--- src/rtl/scrpar_pkg.sv ---
// Shared types, opcode map and opcode constants for the script instruction parser.
package scrpar_pkg;

    // Bit n set when opcode n is a defined opcode.
    localparam logic [255:0] OP_VALID_MAP = {
        32'h0000_0000, 32'h0000_0000, 32'h03FF_FFFF, 32'hFC1F_9F84,
        32'h3FFF_FF9F, 32'hFFFF_FFFF, 32'hFFFF_FFFF, 32'hFFFF_FFFF
    };

    localparam logic [7:0] DIRECT_PUSH_MIN = 8'h01;
    localparam logic [7:0] DIRECT_PUSH_MAX = 8'h4b;
    localparam logic [7:0] PUSH_BY_1       = 8'h4c;
    localparam logic [7:0] PUSH_BY_2       = 8'h4d;
    localparam logic [7:0] PUSH_BY_4       = 8'h4e;

    typedef enum logic [1:0] {
        ROLE_OPCODE  = 2'd0,
        ROLE_LENGTH  = 2'd1,
        ROLE_DATA    = 2'd2,
        ROLE_IGNORED = 2'd3
    } role_t;

    typedef enum logic [1:0] {
        ERR_NONE       = 2'd0,
        ERR_BAD_OPCODE = 2'd1,
        ERR_TRUNCATED  = 2'd2
    } err_t;

    typedef struct packed {
        logic       valid;
        logic       direct;
        logic [2:0] prefix_len;
    } op_class_t;

    typedef struct packed {
        role_t       role;
        logic [7:0]  opcode;
        logic [7:0]  value;
        logic        done;
        logic [31:0] start;
        logic [31:0] plen;
        logic [32:0] size;
        err_t        err;
    } result_t;

endpackage

--- src/rtl/scrpar_opclass.sv ---
// Opcode classifier: validity lookup, direct push range and count prefix length.
module scrpar_opclass (
    input  logic [7:0]             opcode,
    output scrpar_pkg::op_class_t  cls
);

    always_comb begin
        cls.valid  = scrpar_pkg::OP_VALID_MAP[opcode];
        cls.direct = opcode inside {[scrpar_pkg::DIRECT_PUSH_MIN:scrpar_pkg::DIRECT_PUSH_MAX]};
        case (opcode)
            scrpar_pkg::PUSH_BY_1: cls.prefix_len = 3'd1;
            scrpar_pkg::PUSH_BY_2: cls.prefix_len = 3'd2;
            scrpar_pkg::PUSH_BY_4: cls.prefix_len = 3'd4;
            default:               cls.prefix_len = 3'd0;
        endcase
    end

endmodule

--- src/rtl/scrpar_fsm.sv ---
// Parser state machine: per-byte classification, counters and result formation.
module scrpar_fsm (
    input  logic                 aclk,
    input  logic                 aresetn,
    input  logic                 step,
    input  logic [7:0]           script_byte,
    input  logic                 script_end,
    output scrpar_pkg::result_t  res
);

    typedef enum logic [1:0] {
        PH_OPCODE = 2'd0,
        PH_LENGTH = 2'd1,
        PH_DATA   = 2'd2
    } phase_t;

    phase_t                 phase_reg, phase_next;
    logic [7:0]             held_opcode_reg, held_opcode_next;
    logic [2:0]             len_left_reg, len_left_next;
    logic [1:0]             len_shift_reg, len_shift_next;
    logic [31:0]            push_count_reg, push_count_next;
    logic [31:0]            data_left_reg, data_left_next;
    logic [31:0]            start_offset_reg, start_offset_next;
    logic [31:0]            byte_offset_reg;
    scrpar_pkg::err_t       error_code_reg, error_code_next;

    scrpar_pkg::op_class_t  in_cls;
    scrpar_pkg::op_class_t  held_cls;

    scrpar_opclass u_in_class (
        .opcode (script_byte),
        .cls    (in_cls)
    );

    scrpar_opclass u_held_class (
        .opcode (held_opcode_reg),
        .cls    (held_cls)
    );

    always_comb begin
        phase_next        = phase_reg;
        held_opcode_next  = held_opcode_reg;
        len_left_next     = len_left_reg;
        len_shift_next    = len_shift_reg;
        push_count_next   = push_count_reg;
        data_left_next    = data_left_reg;
        start_offset_next = start_offset_reg;
        error_code_next   = error_code_reg;

        res        = '0;
        res.role   = scrpar_pkg::ROLE_IGNORED;
        res.value  = script_byte;

        if (error_code_reg == scrpar_pkg::ERR_NONE) begin
            case (phase_reg)
                PH_OPCODE: begin
                    res.role          = scrpar_pkg::ROLE_OPCODE;
                    held_opcode_next  = script_byte;
                    start_offset_next = byte_offset_reg;
                    push_count_next   = '0;
                    if (!in_cls.valid) begin
                        error_code_next = scrpar_pkg::ERR_BAD_OPCODE;
                    end else if (in_cls.direct) begin
                        push_count_next = {24'd0, script_byte};
                        data_left_next  = {24'd0, script_byte};
                        phase_next      = PH_DATA;
                    end else if (in_cls.prefix_len != 3'd0) begin
                        len_left_next  = in_cls.prefix_len;
                        len_shift_next = 2'd0;
                        phase_next     = PH_LENGTH;
                    end else begin
                        res.done = 1'b1;
                        res.size = 33'd1;
                    end
                end
                PH_LENGTH: begin
                    res.role        = scrpar_pkg::ROLE_LENGTH;
                    // little-endian count, one byte lane per length byte
                    push_count_next = push_count_reg
                                    | ({24'd0, script_byte} << {len_shift_reg, 3'b000});
                    len_shift_next  = len_shift_reg + 2'd1;
                    len_left_next   = len_left_reg - 3'd1;
                    if (len_left_reg == 3'd1) begin
                        if (push_count_next == '0) begin
                            res.done   = 1'b1;
                            res.size   = 33'd1 + {30'd0, held_cls.prefix_len};
                            phase_next = PH_OPCODE;
                        end else begin
                            data_left_next = push_count_next;
                            phase_next     = PH_DATA;
                        end
                    end
                end
                PH_DATA: begin
                    res.role       = scrpar_pkg::ROLE_DATA;
                    data_left_next = data_left_reg - 32'd1;
                    if (data_left_reg == 32'd1) begin
                        res.done   = 1'b1;
                        res.size   = 33'd1 + {30'd0, held_cls.prefix_len}
                                   + {1'b0, push_count_reg};
                        phase_next = PH_OPCODE;
                    end
                end
                default: begin
                    phase_next = PH_OPCODE;
                end
            endcase
            res.opcode = held_opcode_next;
            res.start  = start_offset_next;
            res.plen   = push_count_next;
            // script stopped part way through an instruction
            if (script_end && error_code_next == scrpar_pkg::ERR_NONE
                && phase_next != PH_OPCODE) begin
                error_code_next = scrpar_pkg::ERR_TRUNCATED;
            end
        end
        res.err = error_code_next;
    end

    always_ff @(posedge aclk) begin
        if (!aresetn || (step && script_end)) begin
            phase_reg        <= PH_OPCODE;
            held_opcode_reg  <= '0;
            len_left_reg     <= '0;
            len_shift_reg    <= '0;
            push_count_reg   <= '0;
            data_left_reg    <= '0;
            start_offset_reg <= '0;
            byte_offset_reg  <= '0;
            error_code_reg   <= scrpar_pkg::ERR_NONE;
        end else if (step) begin
            phase_reg        <= phase_next;
            held_opcode_reg  <= held_opcode_next;
            len_left_reg     <= len_left_next;
            len_shift_reg    <= len_shift_next;
            push_count_reg   <= push_count_next;
            data_left_reg    <= data_left_next;
            start_offset_reg <= start_offset_next;
            byte_offset_reg  <= byte_offset_reg + 32'd1;
            error_code_reg   <= error_code_next;
        end
    end

`ifndef SYNTHESIS
    a_err_sticky: assert property (@(posedge aclk) disable iff (!aresetn)
        (error_code_reg != scrpar_pkg::ERR_NONE && !(step && script_end))
        |=> (error_code_reg == $past(error_code_reg)))
        else $error("sticky error changed before end of script");

    a_len_left: assert property (@(posedge aclk) disable iff (!aresetn)
        (phase_reg == PH_LENGTH) |-> (len_left_reg != 3'd0))
        else $error("length phase with no length bytes left");

    a_data_left: assert property (@(posedge aclk) disable iff (!aresetn)
        (phase_reg == PH_DATA) |-> (data_left_reg != 32'd0))
        else $error("data phase with no data bytes left");

    a_done_size: assert property (@(posedge aclk) disable iff (!aresetn)
        res.done == (res.size != 33'd0))
        else $error("instruction size disagrees with done flag");
`endif

endmodule

--- src/rtl/script_instruction_parser.sv ---
// Top level of the script instruction parser: handshakes and result register.
//
// Usage:
//   Input channel (s_*): one script byte per request, s_script_end marks the
//   final byte of a script. Result channel (m_*): exactly one result per
//   input byte, in order, giving the byte's role (opcode, length, data or
//   ignored after an error), the opcode of its instruction, the
//   instruction's start offset, push length, encoded size on the completing
//   byte, and the error code.
//   Results are registered: a result appears in the cycle after its byte is taken.
//   Throughput: one byte per cycle while not stalled; the parser state advances by
//   one byte in a single pass through the classifier and counter logic.
//   Stall: s_ready drops only while a result sits in the output register
//   and m_ready is low; the state machine then holds.
//   Reset (aresetn low, synchronous) empties the output register and puts
//   the parser back to expecting an opcode at offset zero with no error.
//   The same return to the idle state happens after any byte marked as the
//   end of a script, so the next script starts clean.
module script_instruction_parser (
    input  logic        aclk,
    input  logic        aresetn,

    input  logic        s_valid,
    output logic        s_ready,
    input  logic [7:0]  s_script_byte,
    input  logic        s_script_end,

    output logic        m_valid,
    input  logic        m_ready,
    output logic [1:0]  m_byte_role,
    output logic [7:0]  m_current_opcode,
    output logic [7:0]  m_byte_value,
    output logic        m_instr_done,
    output logic [31:0] m_instr_start,
    output logic [31:0] m_push_length,
    output logic [32:0] m_instr_size,
    output logic [1:0]  m_error_code
);

    logic                 accept;
    logic                 m_valid_reg;
    scrpar_pkg::result_t  step_res;
    scrpar_pkg::result_t  result_reg;

    // output register frees up as its result is taken
    assign s_ready = !m_valid_reg || m_ready;
    assign accept  = s_valid && s_ready;

    scrpar_fsm u_fsm (
        .aclk        (aclk),
        .aresetn     (aresetn),
        .step        (accept),
        .script_byte (s_script_byte),
        .script_end  (s_script_end),
        .res         (step_res)
    );

    always_ff @(posedge aclk) begin
        if (!aresetn) begin
            m_valid_reg <= 1'b0;
        end else if (accept) begin
            m_valid_reg <= 1'b1;
        end else if (m_ready) begin
            m_valid_reg <= 1'b0;
        end
        if (accept) begin
            result_reg <= step_res;
        end
    end

    assign m_valid          = m_valid_reg;
    assign m_byte_role      = result_reg.role;
    assign m_current_opcode = result_reg.opcode;
    assign m_byte_value     = result_reg.value;
    assign m_instr_done     = result_reg.done;
    assign m_instr_start    = result_reg.start;
    assign m_push_length    = result_reg.plen;
    assign m_instr_size     = result_reg.size;
    assign m_error_code     = result_reg.err;

endmodule
--- config.mk ---
export PLATFORM = sky130hd
export DESIGN_NAME = script_instruction_parser
export DESIGN_NICKNAME = d
export VERILOG_FILES = /design/src/rtl/scrpar_pkg.sv /design/src/rtl/scrpar_opclass.sv /design/src/rtl/scrpar_fsm.sv /design/src/rtl/script_instruction_parser.sv
export SDC_FILE = /design/constraint.sdc
export NUM_CORES = 1
export LEC_CHECK = 0
export BUFFER_PORTS_ARGS = -buffer_cell sky130_fd_sc_hd__buf_2
export CAP_MARGIN = 20
export CORE_MARGIN = 3
export CORE_UTILIZATION = 38
export DETAILED_ROUTE_END_ITERATION = 8
export GPL_ROUTABILITY_DRIVEN = 0
export PLACE_DENSITY = 0.67
export SLEW_MARGIN = 20
export SYNTH_ARGS = -nofsm -noshare
export SYNTH_HDL_FRONTEND = slang
export SYNTH_SLANG_ARGS = --single-unit
--- constraint.sdc ---
create_clock -name aclk -period 7.74 [get_ports aclk]
set_input_delay 0 -clock aclk [delete_from_list [all_inputs] [get_ports aclk]]
set_output_delay 0 -clock aclk [all_outputs]
set_load 0.02 [all_outputs]
; ---- Yosys cells after proc, flatten, opt, wreduce, memory -nomap -nowiden
; Memories as Yosys holds them, arrays and structs flattened.
; Index checks and enable logic that the tools add are counted.
[op_classes]
add_sub_neg = 6
n_lt_le_gt_ge = 3
n_shift = 1
n_reduce_logical = 21
eq_ne = 16
bitwise_logic = 1
n_mux = 51
[ops]
columns = cell, n
row1 = 32-bit 2-to-1 mux, 6
row2 = 33-bit 2-to-1 mux, 5
row3 = 33-bit one-hot mux with 3 select lines, 1
row4 = 32-bit one-hot mux with 3 select lines, 1
row5 = 32-bit one-hot mux with 2 select lines, 1
row6 = "8-bit by 7-bit == test with 1-bit output, second input constant", 6
row7 = 33-bit by 32-bit adder with 33-bit output, 1
row8 = "32-bit by 1-bit adder with 32-bit output, second input constant", 1
row9 = "32-bit by 1-bit == test with 1-bit output, second input constant", 1
row10 = 32-bit zero test, 1
row11 = 32-bit OR, 1
row12 = 8-bit by 5-bit left shift with 32-bit output, 1
row13 = "32-bit by 1-bit subtractor with 32-bit output, second input constant", 1
row14 = 2-bit 2-to-1 mux, 15
row15 = 3-bit one-hot mux with 3 select lines, 2
row16 = 8-bit 2-to-1 mux, 2
row17 = 2-bit one-hot mux with 3 select lines, 2
row18 = 1-bit 2-to-1 mux, 10
row19 = "8-bit by 9-bit less-than comparator with 1-bit output, second input constant", 1
row20 = 3-bit 2-to-1 mux, 3
row21 = "8-bit by 1-bit greater-or-equal comparator with 1-bit output, second input constant", 1
row22 = "8-bit by 7-bit <= comparator with 1-bit output, second input constant", 1
row23 = "2-bit by 1-bit != test with 1-bit output, second input constant", 4
row24 = 7-bit AND reduction, 1
row25 = 18 further kinds, 30
[word_totals]
out_inout_bits = 120
ff_bits = 264
mem_count = 1
elab_cells = 118
rom_bits = 256
[mem_list]
columns = name, depth, word_bits, read_ports, rd_clocked_by_memory_dff, wr, line_no
row1 = (no name shown), 256, 1, 1, 0, 0, scrpar_opclass.sv:8  ; cls.valid = scrpar_pkg::OP_VALID_MAP[opcode];

; ---- Logic depth before layout (Yosys ltp)
[logic_depth]
word_depth = 12
depth_mapped = 13

; ---- Cells and area by module
; From an unflattened synthesis, not the netlist that was laid out.
[hier_totals]
cells_unflattened = 1466
hier_area_um2 = 13245.2
[modules_own_cells]
columns = module, instances, cells_per_inst, area_each_um2
row1 = scrpar_fsm, 1, 1273, 9166.3
row2 = script_instruction_parser, 1, 123, 3601.0
row3 = scrpar_opclass, 2, 35, 239.0

; ---- Worst setup path before layout
; Ideal clock, no wire load.
[synth_path]
path_type = reg2reg
from = reg m_valid_reg (netlist: m_valid)
to = reg u_fsm.len_left_reg[2]
setup_time_ps = 95
path_stages_with_launch = 9
slack_ps = 1561
arrival_time_ps = 6084
n_path_buf = 2
cell_sequence = dfxtp_1 -> nand2b_1 -> and2_1 -> clkbuf_1 -> nand2_1 -> a21oi_1 -> buf_2 -> o21ai_0 -> a221oi_1
[synth_between]
elab_chain_len = 5
elab_cells_between_ends = 6
[synth_lines]
columns = item, line_no
row1 = start: declaration, script_instruction_parser.sv:41  ; logic m_valid_reg;
row2 = start signal: assignment, script_instruction_parser.sv:60  ; m_valid_reg <= 1'b0;
row3 = start signal: assignment, script_instruction_parser.sv:62  ; m_valid_reg <= 1'b1;
row4 = start signal: assignment, script_instruction_parser.sv:64  ; m_valid_reg <= 1'b0;
row5 = 1-bit zero test (*), script_instruction_parser.sv:46  ; assign s_ready = !m_valid_reg || m_ready;
row6 = 1-bit logical OR (*), script_instruction_parser.sv:46
row7 = via s_ready, script_instruction_parser.sv:24  ; output logic s_ready,
row8 = 1-bit logical AND (*), script_instruction_parser.sv:47  ; assign accept = s_valid && s_ready;
row9 = via accept, script_instruction_parser.sv:40  ; logic accept;
row10 = "parallel branches: the longest is 2 deep, another holds 6-bit AND reduction", -
row11 = end signal: assignment, scrpar_fsm.sv:134  ; len_left_reg <= len_left_next;
row12 = end: declaration, scrpar_fsm.sv:19  ; logic [2:0] len_left_reg, len_left_next;
; Mark *: on every way through the listed nets, which the timed path passes.
; A chain may end at the register's enable or synchronous reset.

; ---- Worst setup path in the final report
[layout_path]
from = reg u_fsm.phase_reg[1]
to = reg u_fsm.error_code_reg[1]
[layout_between]
elab_chain_len = 9
elab_cells_between_ends = 18
[layout_lines]
columns = item, line_no
row1 = start: declaration, scrpar_fsm.sv:17  ; phase_t phase_reg, phase_next;
row2 = start signal: assignment, scrpar_fsm.sv:132  ; phase_reg <= phase_next;
row3 = 2-bit 2-to-1 mux, scrpar_fsm.sv:67  ; end else if (in_cls.prefix_len != 3'd0) begin
row4 = 2-bit 2-to-1 mux, scrpar_fsm.sv:63  ; end else if (in_cls.direct) begin
row5 = 2-bit 2-to-1 mux, scrpar_fsm.sv:61  ; if (!in_cls.valid) begin
row6 = 2-bit one-hot mux with 3 select lines, scrpar_fsm.sv:55  ; case (phase_reg)
row7 = 2-bit 2-to-1 mux, scrpar_fsm.sv:54  ; if (error_code_reg == scrpar_pkg::ERR_NONE) begin
row8 = 2-bit nonzero test, scrpar_fsm.sv:113  ; && phase_next != PH_OPCODE) begin
row9 = 1-bit logical AND, scrpar_fsm.sv:113
row10 = 2-bit 2-to-1 mux (*), scrpar_fsm.sv:112  ; if (script_end && error_code_next == scrpar_pkg::ERR_NONE
row11 = 2-bit 2-to-1 mux (*), scrpar_fsm.sv:54
row12 = end signal: assignment, scrpar_fsm.sv:130  ; error_code_reg <= scrpar_pkg::ERR_NONE;
row13 = end signal: assignment, scrpar_fsm.sv:140  ; error_code_reg <= error_code_next;
row14 = end: declaration, scrpar_fsm.sv:25  ; scrpar_pkg::err_t error_code_reg, error_code_next;
; Mark *: on every way between the ends. The rest lies on a longest branch, timed or not. The select of a mux whose other input is x is not followed.

==> metrics.txt <==
most common cell after layout, fill and taps aside=nor2_1; Core ar.=32900 um2; final wirelength=34800 um; mapped cell area=12800 um2; Post-DRT Antenna Nets=0; Internal=2.42 mW; Synth top area share=0.276; VDD IR max=125 uV; post-synthesis cell type count=73; CP top delay family=buffers and inverters; critical path cell sequence=inv_1 -> ha_2 -> buf_4 -> clkinv_1 -> or3_4 -> a21boi_1 -> or3_1 -> a2111oi_1 -> o21a_1; Worst setup EP type=flop; Worst R2R Setup Slack=3620 ps; initial antenna violation count=0; Crit Reg-Reg Endpoint=u_fsm.error_code_reg[1]$_SDFFE_PP0P_; Die Ht=190 um; Final min period=4120 ps; Slew headroom=0.342; Routed WL per cell=17.7 um; switch share=0.254; dpl cells=1903; Worst setup startpoint=u_fsm.phase_reg[1]$_SDFFE_PP0P_; Max Cap Viol=0; mean post-synth cell area=8.98 um2; area delta synth->final=15.1%; GRT overflow=0; CP Max Fanout=50; Levels on crit path=9; CTS buffer count=29; Core Rows=66; largest net degree at the start of global routing=140; Crit path arrival time=4620 ps; sw power=0.826 mW; Final period util=0.532; largest stage delay on the critical path=960 ps; CP Launch Type=flop; vias post-DR=10.9k; final hold vios=0; chip width=190 um; vias per std cell=5.53; main flop type after synthesis=dfxtp_1; Reg2Reg Depth=9; TritonRoute pass-1 iters=5; DRC violations left=0; Clock power frac=0.427; vias in the first global route=10.1k; GRT Util Overall=0.188; Max Root-Sink Buffers=3; first-pass GRT wire length=55800 um; # diodes=0; syn_nets=1463; area of the multi-input gates=5860 um2; CP max stage cell=clkinv_1; RR Startpoint=u_fsm.phase_reg[1]$_SDFFE_PP0P_; status=completed; Overall Power=3.25 mW; final count of pins violating max slew=0; Worst Path Required=8230 ps; area leader, netlist=edfxtp_1; Final HPWL DP=22300 um; CTS clock-pin slew for the worst setup and hold paths=70 ps; most frequent cells in the layout=nor2_1, nand2_1, a21oi_1; register area share after synthesis=0.503; Post-synth EDFFs=118; hold_ws=29.5 ps; Slew @ Worst Pin=985 ps; Resize count post-CTS=0; Setup CP Type=reg -> reg; number of fill cells=3162; RSZ-0062 raised after global routing=false; Layout Skew=11.9 ps; final net count=1535; CTS root buf=clkbuf_16; Synth area leaders=edfxtp_1, dfxtp_1, nor2_1; total power divided by cell area=220 nW/um2; Port-buffer cells=132; layout cells sized above 1=0.140; Syn Inst Count=1430; CTS tree=done; Reg area=6470 um2; worst min path class=in -> reg; final setup vio count=0; f_max=0.243 GHz; Post-DP Area=13700 um2; Post-Layout Cell Count=1967; Seq cells post-synth=264; Top-Level Pins=133; Starting Density=0.390; clk sinks=264; Leak=5.72 nW; worst path bufs/invs=3; Setup Total Neg Slack=0 ps; Final Cell Area=14800 um2; Clock Latency Late Sink=560 ps; ys async rst share=0; crit path capture=u_fsm.error_code_reg[1]$_SDFFE_PP0P_; die area=36000 um2; Yosys warning count=0; Largest register FFs=33; Gate power share=0.103; Flop pwr share=0.470; drt first-iter violations=1168; H-tree depth=1
-- cell families (layout without fill, tap and decap cells) --
kind of cell | after synthesis | in the layout | share of synthesized area
other | 1 | 1 | 0.000292
adder cells (fa/ha/maj) | 20 | 20 | 0.0201
flip-flops | 264 | 264 | 0.503
XOR/XNOR | 55 | 55 | 0.0375
AO/OA/AOI/OAI | 331 | 331 | 0.158
multiplexers | 43 | 43 | 0.0337
buffers and inverters | 139 | 234 | 0.0424
AND/OR/NAND/NOR | 577 | 577 | 0.205
-- synthesized netlist by cell type, types with 9 or more instances --
library cell / count
nor4_1: 15
nand3_1: 29
nor2_1: 214
mux2i_1: 41
a21o_1: 15
a21oi_1: 150
inv_1: 28
clkbuf_1: 91
xnor2_1: 24
and3_1: 12
or3_1: 21
nor3_1: 33
a22oi_1: 27
o21ai_0: 55
buf_2: 9
ha_1: 19
nand4_1: 19
xor2_1: 31
edfxtp_1: 118
nand2_1: 182
dfxtp_1: 146
-- timing repair --
item                                   CTS  global route
buffers inserted                         0             0
endpoints found under the hold margin   20             0
hold buffers                            10             0
-- metrics by stage --
step | worst slack [ps] | utilization
global route | 3330 | 0.449
CTS | 3610 | 0.449
finish | 3620 | 0.449
global placement | 3750 | 0.416
floorplan | 1560 | -
detailed placement | 3660 | 0.416
-- routing by layer --
metal,vias up,global-route usage,share of wire
met4,0,0.0438,0.017
met2,446,0.297,0.45
met5,-,0,0
met3,55,0.0335,0.085
li1,5208,-,-
met1,5163,0.270,0.44
-- power by group through the flow --
stage	logic, mW	registers (mW)	clock network (mW)
3_3_place_gp	0.326	1.55	0
4_1_cts	0.333	1.52	1.42
2_1_floorplan	0.188	1.60	0
6_report	0.335	1.52	1.39
3_5_place_dp	0.328	1.55	0
5_1_grt	0.364	1.53	1.47
-- worst register-to-register path, cell delays in order, from the launching register on --
cell	delay, ps
dfxtp_1	340
inv_1	170
ha_2	210
buf_4	620
clkinv_1	980
or3_4	680
a21boi_1	150
or3_1	360
a2111oi_1	390
o21a_1	150
-- area by class of cell --
type                    count  share of cell area
well taps                 442              0.0374
inverters                  30             0.00762
flip-flops and latches    264               0.437
clock buffers              43              0.0575
multi-input cells        1027               0.397
repair buffers            150              0.0555
clock inverters            11             0.00804
-- how the worst min path moves through the flow --
stage / startpoint / endpoint / slack (ps) / cells after the start
CTS: s_script_end / u_fsm.error_code_reg[1]$_SDFFE_PP0P_ / 2 / 5
global placement: s_valid / m_valid$_SDFFE_PN0P_ / 310 / 3
floorplan: s_script_byte[0] / m_byte_value[0]$_DFFE_PP_ / 100 / 0
global route: s_script_end / u_fsm.error_code_reg[1]$_SDFFE_PP0P_ / 60 / 5
finish: s_script_end / u_fsm.error_code_reg[1]$_SDFFE_PP0P_ / 30 / 5
detailed placement: s_valid / m_valid$_SDFFE_PN0P_ / 310 / 3
(Power assumes the default switching activity.)
